===== config.mk =====
export PLATFORM = sky130hd
export DESIGN_NAME = serial_slave_byte_transfer
export DESIGN_NICKNAME = d
export VERILOG_FILES = /design/src/rtl/core/ssbt_pkg.sv /design/src/rtl/core/serial_slave_byte_transfer.sv /design/src/rtl/core/ssbt_cfg_regs.sv /design/src/rtl/core/ssbt_engine.sv
export SDC_FILE = /design/constraint.sdc
export NUM_CORES = 1
export LEC_CHECK = 0
export BUFFER_PORTS_ARGS = -buffer_cell sky130_fd_sc_hd__buf_4
export CAP_MARGIN = 30
export CORE_UTILIZATION = 53
export DETAILED_ROUTE_END_ITERATION = 8
export PLACE_DENSITY = 0.77
export SYNTH_ARGS = -nofsm -noshare
export SYNTH_HDL_FRONTEND = slang
export SYNTH_SLANG_ARGS = --single-unit
export TNS_END_PERCENT = 10

===== constraint.sdc =====
create_clock -name clk -period 3.95 [get_ports clk]
set_input_delay 0.79 -clock clk [delete_from_list [all_inputs] [get_ports clk]]
set_output_delay 0.79 -clock clk [all_outputs]
set_load 0.05 [all_outputs]

===== src/rtl/core/ssbt_pkg.sv =====
package ssbt_pkg;

	localparam int unsigned WaitW  = 16;
	localparam int unsigned QuietW = 24;
	localparam int unsigned ByteW  = 8;
	localparam int unsigned CountW = 4;
	localparam int unsigned AddrW  = 3;
	localparam int unsigned DataW  = 32;

	localparam logic [WaitW-1:0]  WaitMax      = '1;
	localparam logic [QuietW-1:0] QuietMax     = '1;
	localparam logic [CountW-1:0] BitsPerByte  = CountW'(8);
	localparam logic [WaitW-1:0]  TimeoutReset = WaitW'(1000);
	localparam logic [QuietW-1:0] IdleReset    = QuietW'(1000);

	// Command codes carried by the command field.
	localparam logic CmdTick  = 1'b0;
	localparam logic CmdStart = 1'b1;

	// Register index taken from the word address.
	localparam logic RegTimeout = 1'b0;
	localparam logic RegIdle    = 1'b1;

	typedef struct packed {
		logic             command;
		logic [ByteW-1:0] send_byte;
		logic             sclk;
		logic             miso;
	} item_t;

	typedef struct packed {
		logic             mosi;
		logic             busy_res;
		logic             done_res;
		logic             timed_out;
		logic [ByteW-1:0] received;
		logic             idle;
	} result_t;

	typedef struct packed {
		logic [WaitW-1:0]  timeout_ticks;
		logic [QuietW-1:0] idle_ticks;
	} cfg_t;

endpackage


===== src/rtl/core/serial_slave_byte_transfer.sv =====
// Serial slave byte exchange, MSB first, clocked by an external master.
// Every input transaction is one sampling tick of the sclk and miso pins,
// or a start command that loads send_byte; the transfer runs from the next
// tick. Each input transaction yields exactly one result transaction that
// carries the driven mosi level, busy, done, timeout, the received byte and
// the idle flag.
// Channels: item_valid/item_ready for input, res_valid/res_ready for
// results. The APB port holds timeout_ticks (address 0) and idle_ticks
// (address 4); pready is always high and writes are expected only while
// no transaction is in flight.
// Throughput is one transaction per cycle while the result side does not
// stall. A transaction accepted at an edge lands in the input register, is
// processed by the engine and written to the result register when it moves
// on, and its result is then offered; the engine's state update sets the rate.
// If the receiver stalls, the result register holds; the input register
// still takes one more transaction, after which item_ready drops until the
// result is taken.
// Reset clears all transfer state, the valid flags and restores both
// configuration registers to 1000.
module serial_slave_byte_transfer (
	input  logic                        clk,
	input  logic                        arst_n,
	input  logic                        item_valid,
	output logic                        item_ready,
	input  logic                        command,
	input  logic [ssbt_pkg::ByteW-1:0]  send_byte,
	input  logic                        sclk,
	input  logic                        miso,
	output logic                        res_valid,
	input  logic                        res_ready,
	output logic                        mosi,
	output logic                        busy_res,
	output logic                        done_res,
	output logic                        timed_out,
	output logic [ssbt_pkg::ByteW-1:0]  received,
	output logic                        idle,
	input  logic                        psel,
	input  logic                        penable,
	input  logic                        pwrite,
	input  logic [ssbt_pkg::AddrW-1:0]  paddr,
	input  logic [ssbt_pkg::DataW-1:0]  pwdata,
	output logic [ssbt_pkg::DataW-1:0]  prdata,
	output logic                        pready
);
	import ssbt_pkg::*;

	cfg_t    cfg;
	item_t   item_s1;
	logic    valid_s1;
	result_t res_next;
	result_t res_s2;
	logic    valid_s2;
	logic    advance;

	ssbt_cfg_regs u_cfg (
		.clk     (clk),
		.arst_n  (arst_n),
		.psel    (psel),
		.penable (penable),
		.pwrite  (pwrite),
		.paddr   (paddr),
		.pwdata  (pwdata),
		.prdata  (prdata),
		.pready  (pready),
		.cfg     (cfg)
	);

	// The held item moves on whenever the result register is free or is
	// being emptied in this cycle; the engine state advances with it.
	assign advance    = valid_s1 && (!valid_s2 || res_ready);
	assign item_ready = !valid_s1 || advance;

	always_ff @(posedge clk or negedge arst_n) begin
		if (!arst_n) begin
			valid_s1 <= 1'b0;
		end else if (item_ready) begin
			valid_s1 <= item_valid;
		end
	end

	always_ff @(posedge clk) begin
		if (item_ready && item_valid) begin
			item_s1.command   <= command;
			item_s1.send_byte <= send_byte;
			item_s1.sclk      <= sclk;
			item_s1.miso      <= miso;
		end
	end

	ssbt_engine u_engine (
		.clk    (clk),
		.arst_n (arst_n),
		.step   (advance),
		.item   (item_s1),
		.cfg    (cfg),
		.result (res_next)
	);

	always_ff @(posedge clk or negedge arst_n) begin
		if (!arst_n) begin
			valid_s2 <= 1'b0;
		end else if (!valid_s2 || res_ready) begin
			valid_s2 <= valid_s1;
		end
	end

	always_ff @(posedge clk) begin
		if (advance) begin
			res_s2 <= res_next;
		end
	end

	assign res_valid = valid_s2;
	assign mosi      = res_s2.mosi;
	assign busy_res  = res_s2.busy_res;
	assign done_res  = res_s2.done_res;
	assign timed_out = res_s2.timed_out;
	assign received  = res_s2.received;
	assign idle      = res_s2.idle;

	// A transfer cannot both complete and abort on the same tick.
	a_done_xor_timeout: assert property (@(posedge clk) disable iff (!arst_n)
		valid_s2 |-> !(res_s2.done_res && res_s2.timed_out))
		else $error("done and timeout reported together");

	// A completed byte always ends the transfer.
	a_done_not_busy: assert property (@(posedge clk) disable iff (!arst_n)
		(valid_s2 && res_s2.done_res) |-> !res_s2.busy_res)
		else $error("busy still set on completion");

	// The received byte is only shown with done.
	a_received_zero: assert property (@(posedge clk) disable iff (!arst_n)
		(valid_s2 && !res_s2.done_res) |-> (res_s2.received == '0))
		else $error("received byte without done");

	// An empty input register always accepts.
	a_ready_when_empty: assert property (@(posedge clk) disable iff (!arst_n)
		!valid_s1 |-> item_ready)
		else $error("input stalled while empty");

	// A stall on the result side keeps the held item in place.
	a_hold_on_stall: assert property (@(posedge clk) disable iff (!arst_n)
		(valid_s1 && valid_s2 && !res_ready) |=> valid_s1 && $stable(item_s1))
		else $error("held item lost during stall");

endmodule


===== src/rtl/core/ssbt_cfg_regs.sv =====
module ssbt_cfg_regs (
	input  logic                         clk,
	input  logic                         arst_n,
	input  logic                         psel,
	input  logic                         penable,
	input  logic                         pwrite,
	input  logic [ssbt_pkg::AddrW-1:0]   paddr,
	input  logic [ssbt_pkg::DataW-1:0]   pwdata,
	output logic [ssbt_pkg::DataW-1:0]   prdata,
	output logic                         pready,
	output ssbt_pkg::cfg_t               cfg
);
	import ssbt_pkg::*;

	logic [WaitW-1:0]  timeout_q;
	logic [QuietW-1:0] idle_q;
	logic              wr_en;
	logic              reg_idx;

	assign pready  = 1'b1;
	assign wr_en   = psel && penable && pwrite;
	assign reg_idx = paddr[2];

	always_ff @(posedge clk or negedge arst_n) begin
		if (!arst_n) begin
			timeout_q <= TimeoutReset;
			idle_q    <= IdleReset;
		end else if (wr_en) begin
			case (reg_idx)
				RegTimeout: timeout_q <= pwdata[WaitW-1:0];
				RegIdle:    idle_q    <= pwdata[QuietW-1:0];
				default: ;
			endcase
		end
	end

	always_comb begin
		case (reg_idx)
			RegTimeout: prdata = DataW'(timeout_q);
			RegIdle:    prdata = DataW'(idle_q);
			default:    prdata = '0;
		endcase
	end

	assign cfg.timeout_ticks = timeout_q;
	assign cfg.idle_ticks    = idle_q;

endmodule


===== src/rtl/core/ssbt_engine.sv =====
module ssbt_engine (
	input  logic              clk,
	input  logic              arst_n,
	input  logic              step,
	input  ssbt_pkg::item_t   item,
	input  ssbt_pkg::cfg_t    cfg,
	output ssbt_pkg::result_t result
);
	import ssbt_pkg::*;

	logic [ByteW-1:0]  tx_shift_q, tx_shift_d;
	logic [ByteW-1:0]  rx_shift_q, rx_shift_d;
	logic [CountW-1:0] bits_left_q, bits_left_d;
	logic              wait_high_q, wait_high_d;
	logic              active_q, active_d;
	logic [WaitW-1:0]  wait_timer_q, wait_timer_d;
	logic [QuietW-1:0] quiet_timer_q, quiet_timer_d;
	logic              last_sclk_q;
	logic              last_sclk_valid_q;
	logic              mosi_q, mosi_d;
	logic              done, aborted, level_seen, expired, sclk_edge;

	always_comb begin
		tx_shift_d   = tx_shift_q;
		rx_shift_d   = rx_shift_q;
		bits_left_d  = bits_left_q;
		wait_high_d  = wait_high_q;
		active_d     = active_q;
		wait_timer_d = wait_timer_q;
		mosi_d       = mosi_q;
		done         = 1'b0;
		aborted      = 1'b0;
		level_seen   = wait_high_q ? item.sclk : !item.sclk;
		expired      = wait_timer_q >= cfg.timeout_ticks;

		if (item.command == CmdStart) begin
			tx_shift_d   = item.send_byte;
			rx_shift_d   = '0;
			bits_left_d  = BitsPerByte;
			wait_high_d  = 1'b0;
			wait_timer_d = '0;
			active_d     = 1'b1;
		end else if (active_q) begin
			if (level_seen) begin
				wait_timer_d = '0;
				wait_high_d  = !wait_high_q;
				if (!wait_high_q) begin
					mosi_d     = tx_shift_q[ByteW-1];
					tx_shift_d = {tx_shift_q[ByteW-2:0], 1'b0};
				end else begin
					rx_shift_d = {rx_shift_q[ByteW-2:0], item.miso};
					if (bits_left_q != '0)
						bits_left_d = bits_left_q - CountW'(1);
					if (bits_left_d == '0) begin
						done     = 1'b1;
						active_d = 1'b0;
					end
				end
			end else if (expired) begin
				aborted      = 1'b1;
				active_d     = 1'b0;
				bits_left_d  = '0;
				wait_high_d  = 1'b0;
				wait_timer_d = '0;
			end else if (wait_timer_q != WaitMax) begin
				wait_timer_d = wait_timer_q + WaitW'(1);
			end
		end

		sclk_edge = last_sclk_valid_q && (item.sclk != last_sclk_q);
		if (sclk_edge || done)
			quiet_timer_d = '0;
		else if (quiet_timer_q != QuietMax)
			quiet_timer_d = quiet_timer_q + QuietW'(1);
		else
			quiet_timer_d = quiet_timer_q;

		result.mosi      = mosi_d;
		result.busy_res  = active_d;
		result.done_res  = done;
		result.timed_out = aborted;
		result.received  = done ? rx_shift_d : '0;
		result.idle      = quiet_timer_d >= cfg.idle_ticks;
	end

	always_ff @(posedge clk or negedge arst_n) begin
		if (!arst_n) begin
			tx_shift_q        <= '0;
			rx_shift_q        <= '0;
			bits_left_q       <= '0;
			wait_high_q       <= 1'b0;
			active_q          <= 1'b0;
			wait_timer_q      <= '0;
			quiet_timer_q     <= '0;
			last_sclk_q       <= 1'b0;
			last_sclk_valid_q <= 1'b0;
			mosi_q            <= 1'b0;
		end else if (step) begin
			tx_shift_q        <= tx_shift_d;
			rx_shift_q        <= rx_shift_d;
			bits_left_q       <= bits_left_d;
			wait_high_q       <= wait_high_d;
			active_q          <= active_d;
			wait_timer_q      <= wait_timer_d;
			quiet_timer_q     <= quiet_timer_d;
			last_sclk_q       <= item.sclk;
			last_sclk_valid_q <= 1'b1;
			mosi_q            <= mosi_d;
		end
	end

endmodule

==> flow_results.org, run 1 <==
** Run status
- Run status :: completed

** Pwr
- P_sw :: 1.61 mW
- Internal power comes to 3.00 mW.
- Power per cell area :: approximately 510 nW/um^2
- Sequential share of power :: 0.393
- Leakage Power :: 4.15 nW
- VDD sags by at most 0.488 mV.
- Clk pwr share :: 0.325
- Of the total power, the share spent switching nets is 0.350.
- Logic pwr share :: 0.282

** STA
- Top achievable clock speed :: 278 MHz
- Layout Skew :: 0.00792 ns
- Setup TNS after final layout :: 0 ns
- Setup repair after global routing left no endpoint under its margin.
- Share of the clock period used by the worst path :: 0.910
- Slew @ Worst Pin :: about 0.96 ns
- Setup violations remaining at the end of the flow were counted as 0.
- Headroom to the max-slew limit came out at 0.359.
- Max-slew violation total from the final report :: 0
- Clock period minus final worst setup slack :: about 3.6 ns
- The number of endpoints with negative hold slack in the final report was 0.
- In the post-route analysis, the smallest setup slack over all paths is 0.357 ns.

** Die
- During I/O placement, the number of pins put on the boundary was ~100.
- The floorplan step defined a core boundary enclosing 14,000 sq um.
- Measured along the y axis, the die boundary spans 122 um.
- The floorplan has 43 rows.
- Initial standard-cell utilization of the core :: 0.550
- Die area :: 15,000 sq um
- Measured along the x axis, the die boundary spans 122 um.

** Placement
- Half-perimeter wire length after placement :: 11.8 mm
- Global placement routability congestion :: approximately 0.8
- In this run, placement finished with an instance count of 1,022.
- Post-Place Setup Slack :: 0.389 ns
- Quantity of I/O buffers inserted on ports :: 81

** Cells and area
- The finished layout holds 1,053 standard cells, fillers aside.
- Ant diodes :: 0
- Layout area overhead :: 16.9%
- Share of layout cells above drive strength 1 :: 0.233
- Total of fill cells in the finished design :: 1,116
- After the last flow step, the layout net total stands at 958.

** CTS
- CTS H-Tree Depth :: 4
- Bufs on Longest Clock Path :: 2
- Clock insertion delay at the later pin of the skew report :: 0.43 ns
- The tree is rooted in a clkbuf_16.
- Clock-pin slew was measured on the worst setup and hold paths at 0.06 ns.
- TritonCTS clock tree :: built
- Counting every sink on the clock net gives 131.
- In this run, post-CTS hold repair placed 0 buffers.
- Count of buffers added by post-CTS timing repair for setup :: 0
- Post-CTS Resized :: 0
- Counting the buffers created by CTS gives 17.

** Detailed routing
- Remaining antenna violation count :: 0
- Routed Wire Length :: 16.8 mm
- Via count :: 5,882
- After the first detailed-routing iteration, the DRC count stood at approximately 400.
- Wire length per cell after detailed routing :: 16.0 um
- The first TritonRoute pass finished after 5 iterations.
- Using the TritonRoute via totals, the vias-per-cell ratio works out to 5.59.
- Drt drc :: 0

** Setup path
- WP data arrival :: ~3.8 ns
- Type of origin of the critical path :: register
- At the worst endpoint, the required time is 4.13 ns.
- In this run the worst path has a maximum fanout of 9.
- Critical path start-end classification :: reg -> reg
- The worst setup path is captured at a register.
- Worst Reg2Reg Path Length in Cells :: 12

** Logic synthesis
- By count the netlist is led by 95 x dfrtp_1, 80 x nand2_1, 74 x nor2_1.
- The share of synthesized area in the top cell type comes to 0.309.
- The synthesized design contains 131 register bits.
- During synthesis, Yosys emitted a total of 0 warnings.
- The synthesized design contains 24 enable-type register cells.
- Predominant post-synthesis flop cell :: dfrtp_1
- Largest cells by area after synthesis :: dfrtp_1 31%, edfxtp_1 9.4%, ha_1 7.2%
- Fraction of registers with async set or reset after synthesis :: 0.817
- The synthesized netlist contains 70 unique library cells.
- The mapped netlist covers 7690 sq um.
- Among all cell types in the netlist, the one instantiated most often is dfrtp_1.
- The largest total area in the synthesized netlist belongs to dfrtp_1.
- Sequential share of the synthesized area :: 0.444
- After technology mapping, the gate count stands at between 700 and 800.
- Mapped Avg Cell Area :: 9.83 sq um

** Hold path
- In this run the worst hold path is classified as in -> async.

** Global route
- The initial antenna violation count was 0.
- For this run, the total global-route usage over all layers was measured as 0.243.
- Entering global routing, the biggest net connects 64 pins.
- For this run, global-route usage on met2 was measured as 0.406.
- The layer flagged by global routing as most heavily used is met2.
- The first global-routing pass estimated ~28 mm of wire.
- GR met3 Demand/Resource :: 0.0525
- In the global route stage, met1 resource usage came out at 0.316.
- The number of global-route vias before repair came to between 5k and 6k.
- The total overflow left after global routing is 0.

** Run
- The tool flagged a number of max-cap violations equal to 0.
==> state kept, by name, indices dropped and copies added (netlist names), 4 cells and up <==
name / cells
item_s1: 11
received: 8
u_cfg.idle_q: 24
u_cfg.timeout_q: 16
u_engine.bits_left_q: 4
u_engine.quiet_timer_q: 24
u_engine.rx_shift_q: 8
u_engine.tx_shift_q: 8
u_engine.wait_timer_q: 16
==> cells by family after synthesis <==
| family | count (synthesis) | synth area share |
|---|---|---|
| XOR/XNOR | 33 | 0.0376 |
| other | 2 | 0.000977 |
| adder cells (fa/ha/maj) | 44 | 0.0716 |
| buffers and inverters | 96 | 0.0597 |
| flip-flops | 131 | 0.444 |
| AO/OA/AOI/OAI | 160 | 0.136 |
| AND/OR/NAND/NOR | 265 | 0.177 |
| multiplexers | 51 | 0.0736 |
==> layout by cell type (no fill, tap or decap), drive strengths merged, types with 10 or more instances in the layout <==
cell and count:
clkbuf 17, nor3 18, nand3 16, dfrtp 95
o21ai 62, edfxtp 24, a22o 15, nor2 75
buf 95, and3 10, ha 44, dfstp 12
and2 12, mux2 44, xnor2 26, inv 59
nand4 18, nand2 80, a21oi 32
==> final timing paths <==
| path | from | to | slack [ns] |
|---|---|---|---|
| max in group asynchronous | arst_n | res_valid | 2.83 |
| worst max-delay path | u_engine.quiet_timer_q[17] | idle | 0.36 |
| worst min-delay path | arst_n | u_cfg.idle_q[12] | 0.38 |
| worst min register to register | u_engine.rx_shift_q[7] | u_engine.rx_shift_q[7] | 0.48 |
| min in group clk | u_engine.rx_shift_q[7] | u_engine.rx_shift_q[7] | 0.48 |
| worst max register to register | u_engine.quiet_timer_q[17] | idle | 0.36 |
==> worst max-delay path, stage by stage, from the launching register on <==
cell	delay, ns
dfrtp_1	0.50
nand4_1	0.27
or3_4	0.50
nor3_4	0.36
xnor2_1	0.17
nand2_1	0.08
ha_1	0.27
nand2b_1	0.14
a21o_1	0.18
a21o_1	0.18
a21oi_1	0.19
o221ai_1	0.22
a41o_1	0.28
==> per-layer routing <==
metal	routed length (um)	vias up	share of wire
met4	197	0	0.012
met1	7620	2876	0.45
li1	-	2888	-
met5	0	-	0
met3	508	19	0.030
met2	8510	99	0.51
==> per-stage QoR <==
stage / power, mW / hold slack (ns) / area (sq um) / utilization
2_1_floorplan: 2.74 / 0.438 / 7710 / -
3_3_place_gp: 3.08 / 0.453 / 8430 / 0.603
3_5_place_dp: 3.13 / 0.472 / 8430 / 0.603
4_1_cts: 4.64 / 0.389 / 8990 / 0.643
5_1_grt: 4.87 / 0.415 / 8990 / 0.643
6_report: 4.61 / 0.378 / 8990 / 0.643
==> power by group through the flow <==
stage / Combinational [mW] / Clock [mW] / Sequential, mW
floorplan: 0.912 / 0 / 1.82
global placement: 1.26 / 0 / 1.82
detailed placement: 1.29 / 0 / 1.83
CTS: 1.31 / 1.52 / 1.81
global route: 1.45 / 1.57 / 1.85
finish: 1.30 / 1.50 / 1.81
==> layout make-up <==
class                           count  area, sq um  area share
Clock inverter                     14          130      0.0145
Clock buffer                       17          425      0.0473
Tap cell                          180          225      0.0251
Timing Repair Buffer               95          738      0.0821
Multi-Input combinational cell    562         3850       0.429
Sequential cell                   131         3410       0.380
Inverter                           54          203      0.0225
(Power assumes the default switching activity.)
==> run 2, diff against run 1 <==
CAP_MARGIN = not set   (was 30)
CORE_MARGIN = 1.5   (was not set)
SYNTH_HIERARCHICAL = 1   (was not set)
==> flow_results.org, run 2 <==
** Detailed routing
- Via count :: 5,816
- The count of nets left with antenna violations once routing finished came out at 0.
- Wire length per cell after detailed routing :: 16.2 um
- Drt drc :: 0
- Routed Wire Length :: 16.6 mm
- For this block, the initial DRC count from the detailed router was 406.
- Detailed Routing Iterations Pass 1 :: 5
- Per-cell via count in the routed design :: between 5 and 6

** Logic synthesis
- Largest cells by area after synthesis :: dfrtp_1 31%, edfxtp_1 9.3%, mux2_2 7.1%
- Yosys Warn Count :: 6
- Sequential share of the synthesized area :: 0.441
- Top cells by count, synth :: 95 x dfrtp_1, 60 x nor2_1, 57 x nand2_1
- Fraction of registers with async set or reset after synthesis :: 0.817
- Counting flops with a built-in enable in the synthesized netlist gives 24.
- Most frequent cell after synthesis :: dfrtp_1
- Synthesis instantiated 75 different standard cells from the library.
- In this run the cell area of the synthesized design comes to about 7700 sq um.
- Counting every instance in the synthesized netlist gives 753.
- Of the post-synthesis cell area, the dominant cell type holds 0.307.
- Post-synthesis register bit count :: 131
- In the synthesized netlist the dominant register cell turns out to be dfrtp_1.
- Mapped Avg Cell Area :: 10.3 sq um
- The synthesized design spends more area on one cell type than any other, namely dfrtp_1.

** Cells and area
- In the layout the commonest cells are 95 x dfrtp_1, 90 x buf_4, 60 x nor2_1.
- In the final layout, the share of cells above drive strength 1 is 0.252.
- 0 antenna diodes ended up in the layout.
- Final cell count without fillers :: 1,022
- Total of fill cells in the finished design :: 1,160
- Most common cell after layout, fill and taps aside :: dfrtp_1
- In the final layout, the registers with the most flip-flops are u_cfg/idle_q: 24 flops, u_engine/quiet_timer_q: 24 flops.
- After the last flow step, the layout net total stands at just over 900.
- Compared with the post-synthesis result, the final layout area differs by 16.7%.

** CTS
- In this run, post-CTS hold repair placed 0 buffers.
- After clock tree synthesis, the repair step resized 0 gates.
- The H-tree was split into 4 levels.
- Count of buffers added by post-CTS timing repair for setup :: 0
- Bufs on Longest Clock Path :: 2
- Buffers inserted during clock tree synthesis total 17.
- CTS Root Cell :: clkbuf_16
- Register clock-pin slew on the reported worst setup and hold paths :: 0.06 ns
- TritonCTS clock tree :: built
- Clock sink total :: between 100 and 150
- Clock insertion delay at the later pin of the skew report :: 0.43 ns

** Setup path
- WP data arrival :: between 3 and 4 ns
- The worst register-to-register path has a depth of 14.
- For this run, the slowest stage of the critical path takes roughly 0.42 ns.
- Critical path start-end classification :: reg -> reg
- Peak fanout along the critical path :: 24
- Data required time of the worst path :: 4.13 ns
- The startpoint identified for the worst register-to-register timing path is u_engine/wait_high_q.
- End of the worst register-to-register path :: idle
- Setup slack on the worst flop-to-flop path :: 0.51 ns
- Counting both buffers and inverters, the worst setup path holds a total of 2.
- The slowest stage of the critical path belongs to the cell dfrtp_1.
- The worst setup path is launched from a register.
- Dominant delay contributor by cell family on the critical path :: compound AO/OA/AOI/OAI gates
- Type of element capturing the critical path :: register
- Cell chain of the critical path :: inv_1 > ha_1 > nor3b_1 > o21ai_1 > o41ai_4 > buf_4 > nor2_1 > ha_1 > a21o_1 > a21o_1 > a21oi_1 > o21ai_0 > a21oi_1 > o41ai_1

** Global route
- The number of global-route vias before repair was 5,547.
- Maximum number of pins on one net before global-route repair :: 57
- The first global-routing pass estimated ~27 mm of wire.
- The initial antenna violation count came to 0.
- Total Routing Usage GR :: 0.230
- For this run the aggregate overflow at the end of global routing stands at 0.

** Die
- Row generation in the floorplan step produced 44 rows.
- Initial standard-cell utilization of the core :: 0.537
- Count of pins on the block boundary :: 101
- In this run the horizontal extent of the chip is 124 um.
- The floorplan step defined a core boundary enclosing approximately 14,000 sq um.
- Y dimension of the die :: 124 um
- Die area :: 15,400 sq um

** Placement
- Quantity of I/O buffers inserted on ports :: 81
- Half-perimeter wire length after placement :: 11.4 mm
- Global placement routability congestion :: 0.868
- Prior to clock tree synthesis, the placed netlist has a worst setup slack of about 0.58 ns.
- The number of placed instances, taps included, is 990.

** Hold path
- The path class of the tightest hold or removal check is in -> async.

** Pwr
- Leakage Power :: between 4 and 5 nW
- IR analysis of the VDD net gives a maximum drop of ~0.35 mV.
- Dividing total power by cell area gives a power density of 519 nW/um^2.

** STA
- Final Hold Viols :: 0
- Setup repair after global routing left no endpoint under its margin.
- Final-report setup violation count :: 0
- For this run, the top clock speed supported by timing is about 290 MHz.
- The worst path meets setup with 0.511 ns of slack.
- At the pin with the least slew margin, the transition time is 0.859 ns.
- Max-slew violation total from the final report :: 0
- Setup total negative slack on the finished layout was measured at 0 ns.
- Measured against its own limit, the worst slew margin works out to 0.423.
- Clock period minus final worst setup slack :: 3.44 ns
- Dividing the final minimum period by the clock period gives 0.871.
- Clock skew on the completed layout was measured at between 0.008 and 0.009 ns.

** Run status
- Run status :: completed

** Run
- Count of maximum capacitance violations :: 0
==> run 2: changes by cell type after synthesis, moves of 7 or more <==
cell and delta:
nor2_1 -14, xnor2_1 -16, clkbuf_1 -7, nand3_1 +10, nand2_1 -23, xor2_1 +14, mux2_4 +10, o2bb2ai_1 +9
o21ai_1 +10, a22o_1 -11, o21ai_0 -29, nand4_1 -9
==> run 2: cell families after synthesis <==
family | share of synthesized area
xor+xnor | 0.0350
mux | 0.102
simple gates | 0.152
fa+ha+maj | 0.0711
compound gates | 0.139
buf+inv | 0.0589
other cells | 0.000969
flops | 0.441
==> run 2: worst reg2reg max path, delay by kind of cell (launching register included) <==
family                     cells  cell delay, ns
buffers and inverters          2            0.44
and+or+nand+nor                2            0.30
adders and majority gates      2            0.72
DFF                            1            0.42
AOI/OAI and AO/OA              8            1.29
==> run 2: final cells by class <==
class	instances	area (sq um)	share of cell area
clock buffers	17	425	0.0471
clock inverters	15	175	0.0194
inverters	49	184	0.0203
multi-input cells	535	3920	0.433
flip-flops and latches	131	3410	0.378
well taps	184	230	0.0255
repair buffers	91	696	0.0770
==> run 2: metal layers <==
| layer | part of all wire | GRT usage |
|---|---|---|
| met1 | 0.48 | 0.312 |
| met3 | 0.053 | 0.0591 |
| met5 | 0 | 0 |
| met4 | 0.018 | 0.0838 |
| met2 | 0.45 | 0.357 |
==> run 2: how the worst max path moves through the flow <==
stage	start	end	cells past startpoint
after floorplan	u_engine/wait_high_q	idle	16
after global placement	u_engine/wait_high_q	idle	14
after detailed placement	u_engine/wait_high_q	idle	14
after CTS	u_engine/wait_high_q	idle	14
after global routing	u_engine/wait_high_q	idle	14
final	u_engine/wait_high_q	idle	14
==> run 2: per-stage QoR <==
step / hold WS [ns] / cell area [sq um] / power, mW / util
floorplan: 0.438 / 7770 / 2.74 / -
global placement: 0.452 / 8440 / 3.06 / 0.585
detailed placement: 0.455 / 8440 / 3.10 / 0.585
CTS: 0.412 / 9040 / 4.71 / 0.627
global route: 0.442 / 9040 / 4.94 / 0.627
finish: 0.387 / 9040 / 4.69 / 0.627
==> run 2: where the power goes <==
group          switching, mW  leakage, nW  total, mW  internal, mW
registers              0.178         1.58       1.80          1.62
logic                  0.776         2.32       1.28         0.509
clock network          0.694        0.298       1.60         0.908
==> run 3, diff against run 2 <==
MAX_ROUTING_LAYER = met4   (was not set)
SKIP_LAST_GASP = 1   (was not set)
==> flow_results.org, run 3 (synthesis results as in run 2) <==
** Run status
- Run status :: completed

** Global route
- Entering global routing, the biggest net connects 57 pins.
- First-pass GRT wire length :: between 20 and 30 mm
- The initial antenna violation count was 0.
- The number of global-route vias before repair is 5,531.
- Total Routing Usage GR :: 0.236
- For this run the aggregate overflow at the end of global routing stands at 0.

** Pwr
- Internal Dissipation :: 3.04 mW
- Switching Share :: 0.351
- Of the total power, combinational logic draws 0.274.
- VDD sags by at most around 0.34 mV.
- Power per cell area :: 518 nW/um^2
- P_sw :: about 1.6 mW
- Sequential share of power :: 0.385
- Of the total power, the clock network draws 0.342.
- Leakage Power :: 4.19 nW

** Detailed routing
- Iteration-0 DRC count of the detailed router :: 396
- Via count :: 5,846
- Wire length per cell after detailed routing :: 16.2 um
- Detailed Routing Iterations Pass 1 :: 6
- Routed Wire Length :: 16.5 mm
- Remaining antenna violation count :: 0
- Drt drc :: 0
- Per-cell via count in the routed design :: 5.72

** Setup path
- Measured in cells, the most critical reg-to-reg path has a length of 14.
- The critical path is of the reg -> reg type.
- The largest single stage delay on the critical path is 0.42 ns.
- Buffering stage count on the worst path with inverters included :: 2
- Type of origin of the critical path :: register
- For this design, the slowest cell found on the critical path is dfrtp_1.
- Peak fanout along the critical path :: 24
- Data on the critical path is required at its endpoint by 4.13 ns.
- Crit path depth :: 14
- The signal on the critical path passes through inv_1 > ha_1 > nor3b_1 > o21ai_1 > o41ai_4 > buf_4 > nor2_1 > ha_1 > a21o_1 > a21o_1 > a21oi_1 > o21ai_0 > a21oi_1 > o41ai_1.
- Type of element capturing the critical path :: register
- Dominant delay contributor by cell family on the critical path :: compound AO/OA/AOI/OAI gates
- Data on the critical path arrives at its endpoint at approximately 3.6 ns.

** Cells and area
- Registers with the most flip-flops :: u_cfg/idle_q: 24 flops, u_engine/quiet_timer_q: 24 flops
- Top library cells by usage in the layout, fill and taps aside :: 95 x dfrtp_1, 90 x buf_4, 60 x nor2_1
- In the final layout, flip-flops and latches occupy 3410 sq um.
- Ant diodes :: 0
- After the flow finishes, the layout carries non-filler instances totaling 1,022.
- Summing all multi-input logic gate instances after layout gives 3920 sq um.
- Relative to the synthesized area, the layout overhead comes to 16.7%.
- Total of fill cells in the finished design :: about 1.2k
- Most common cell after layout, fill and taps aside :: dfrtp_1
- In the final layout, the share of cells above drive strength 1 is 0.252.
- Count of nets after finishing :: 922

** Die
- Rows :: 44
- The initial utilization of the core area, before any placement, comes to 0.537.
- Core region area :: 14,400 sq um
- The die covers 15,400 sq um.
- Y dimension of the die :: 124 um
- Count of pins on the block boundary :: 101
- The die is roughly 120 um wide.

** CTS
- TritonCTS clock tree :: built
- Clock-pin slew was measured on the worst setup and hold paths at 0.06 ns.
- Counting along the longest clock path gives a buffer depth of 2.
- Clock insertion delay at the later pin of the skew report :: approximately 0.43 ns
- CTS placed an instance of clkbuf_16 at the clock tree root.
- Clock tree synthesis found a total of 131 sinks.
- The H-tree generated during clock tree synthesis spans 4 levels.
- In this run, CTS created clock tree buffers numbering 17.
- Count of buffers added by post-CTS timing repair for setup :: 0
- Hold-fix buffers at CTS :: 0
- Post-CTS repair changed the size of 0 cells.

** STA
- In this run the tightest slew margin relative to its limit is 0.425.
- The final max-slew violation count came to 0.
- Setup TNS after final layout :: 0 ns
- Setup repair after global routing left no endpoint under its margin.
- The routed design could run at a clock period as short as 3.44 ns.
- For the pin with the worst max-slew slack, the measured transition is between 0.8 and 0.9 ns.
- Final-report setup violation count :: 0
- Final Hold Viols :: 0
- Share of the clock period used by the worst path :: 0.870
- Based on the critical path, the design can be clocked at up to just under 300 MHz.
- Layout Skew :: between 0.01 and 0.015 ns

** Placement
- In this run, placement finished with an instance count of 990.
- After legalization and detailed placement, the total HPWL measured 11.4 mm.
- Global placement routability congestion :: 0.882
- Quantity of I/O buffers inserted on ports :: 81

** Hold path
- Worst hold path class :: in -> async

** Run
- Across the run, the number of max-cap violations was 0.
-- run 3: cell counts in the layout (fill, tap and decap cells not counted) --
No cell type changed its count.
-- run 3: through the flow --
step,hold slack (ns),setup WS (ns),area [sq um],util,power (mW)
floorplan,0.438,0.598,7770,-,2.74
global placement,0.452,0.611,8440,0.585,3.06
detailed placement,0.455,0.578,8440,0.585,3.10
CTS,0.412,0.564,9040,0.627,4.71
global route,0.443,0.194,9040,0.627,4.94
finish,0.392,0.514,9040,0.627,4.69
-- run 3: layout make-up --
cell class,count,share of cell area
timing repair buffer,91,0.0770
sequential,131,0.378
tap,184,0.0255
multi-input combinational,535,0.433
clock inverter,15,0.0194
clock buffer,17,0.0471
inverter,49,0.0203
-- run 3: final timing paths --
path,from,endpoint,slack (ns)
max,u_engine/wait_high_q,idle,0.51
min,arst_n,u_cfg/idle_q[15],0.39
max reg2reg,u_engine/wait_high_q,idle,0.51
min reg2reg,u_engine/last_sclk_valid_q,u_engine/last_sclk_valid_q,0.47
max in group asynchronous,arst_n,u_cfg/idle_q[21],2.83
min in group clk,u_engine/last_sclk_valid_q,u_engine/last_sclk_valid_q,0.47
-- run 3: power groups by stage --
stage,Clock (mW),Sequential (mW),Combinational [mW]
5_1_grt,1.69,1.84,1.42
3_3_place_gp,0,1.81,1.25
6_report,1.60,1.80,1.28
2_1_floorplan,0,1.81,0.932
4_1_cts,1.63,1.80,1.29
3_5_place_dp,0,1.82,1.28
-- run 3: routing by layer --
| layer | up-vias | GRT usage | wire length [um] |
|---|---|---|---|
| li1 | 2820 | - | - |
| met4 | 0 | 0.0838 | 274 |
| met2 | 177 | 0.358 | 7490 |
| met5 | - | - | 0 |
| met1 | 2828 | 0.311 | 7790 |
| met3 | 21 | 0.0559 | 977 |
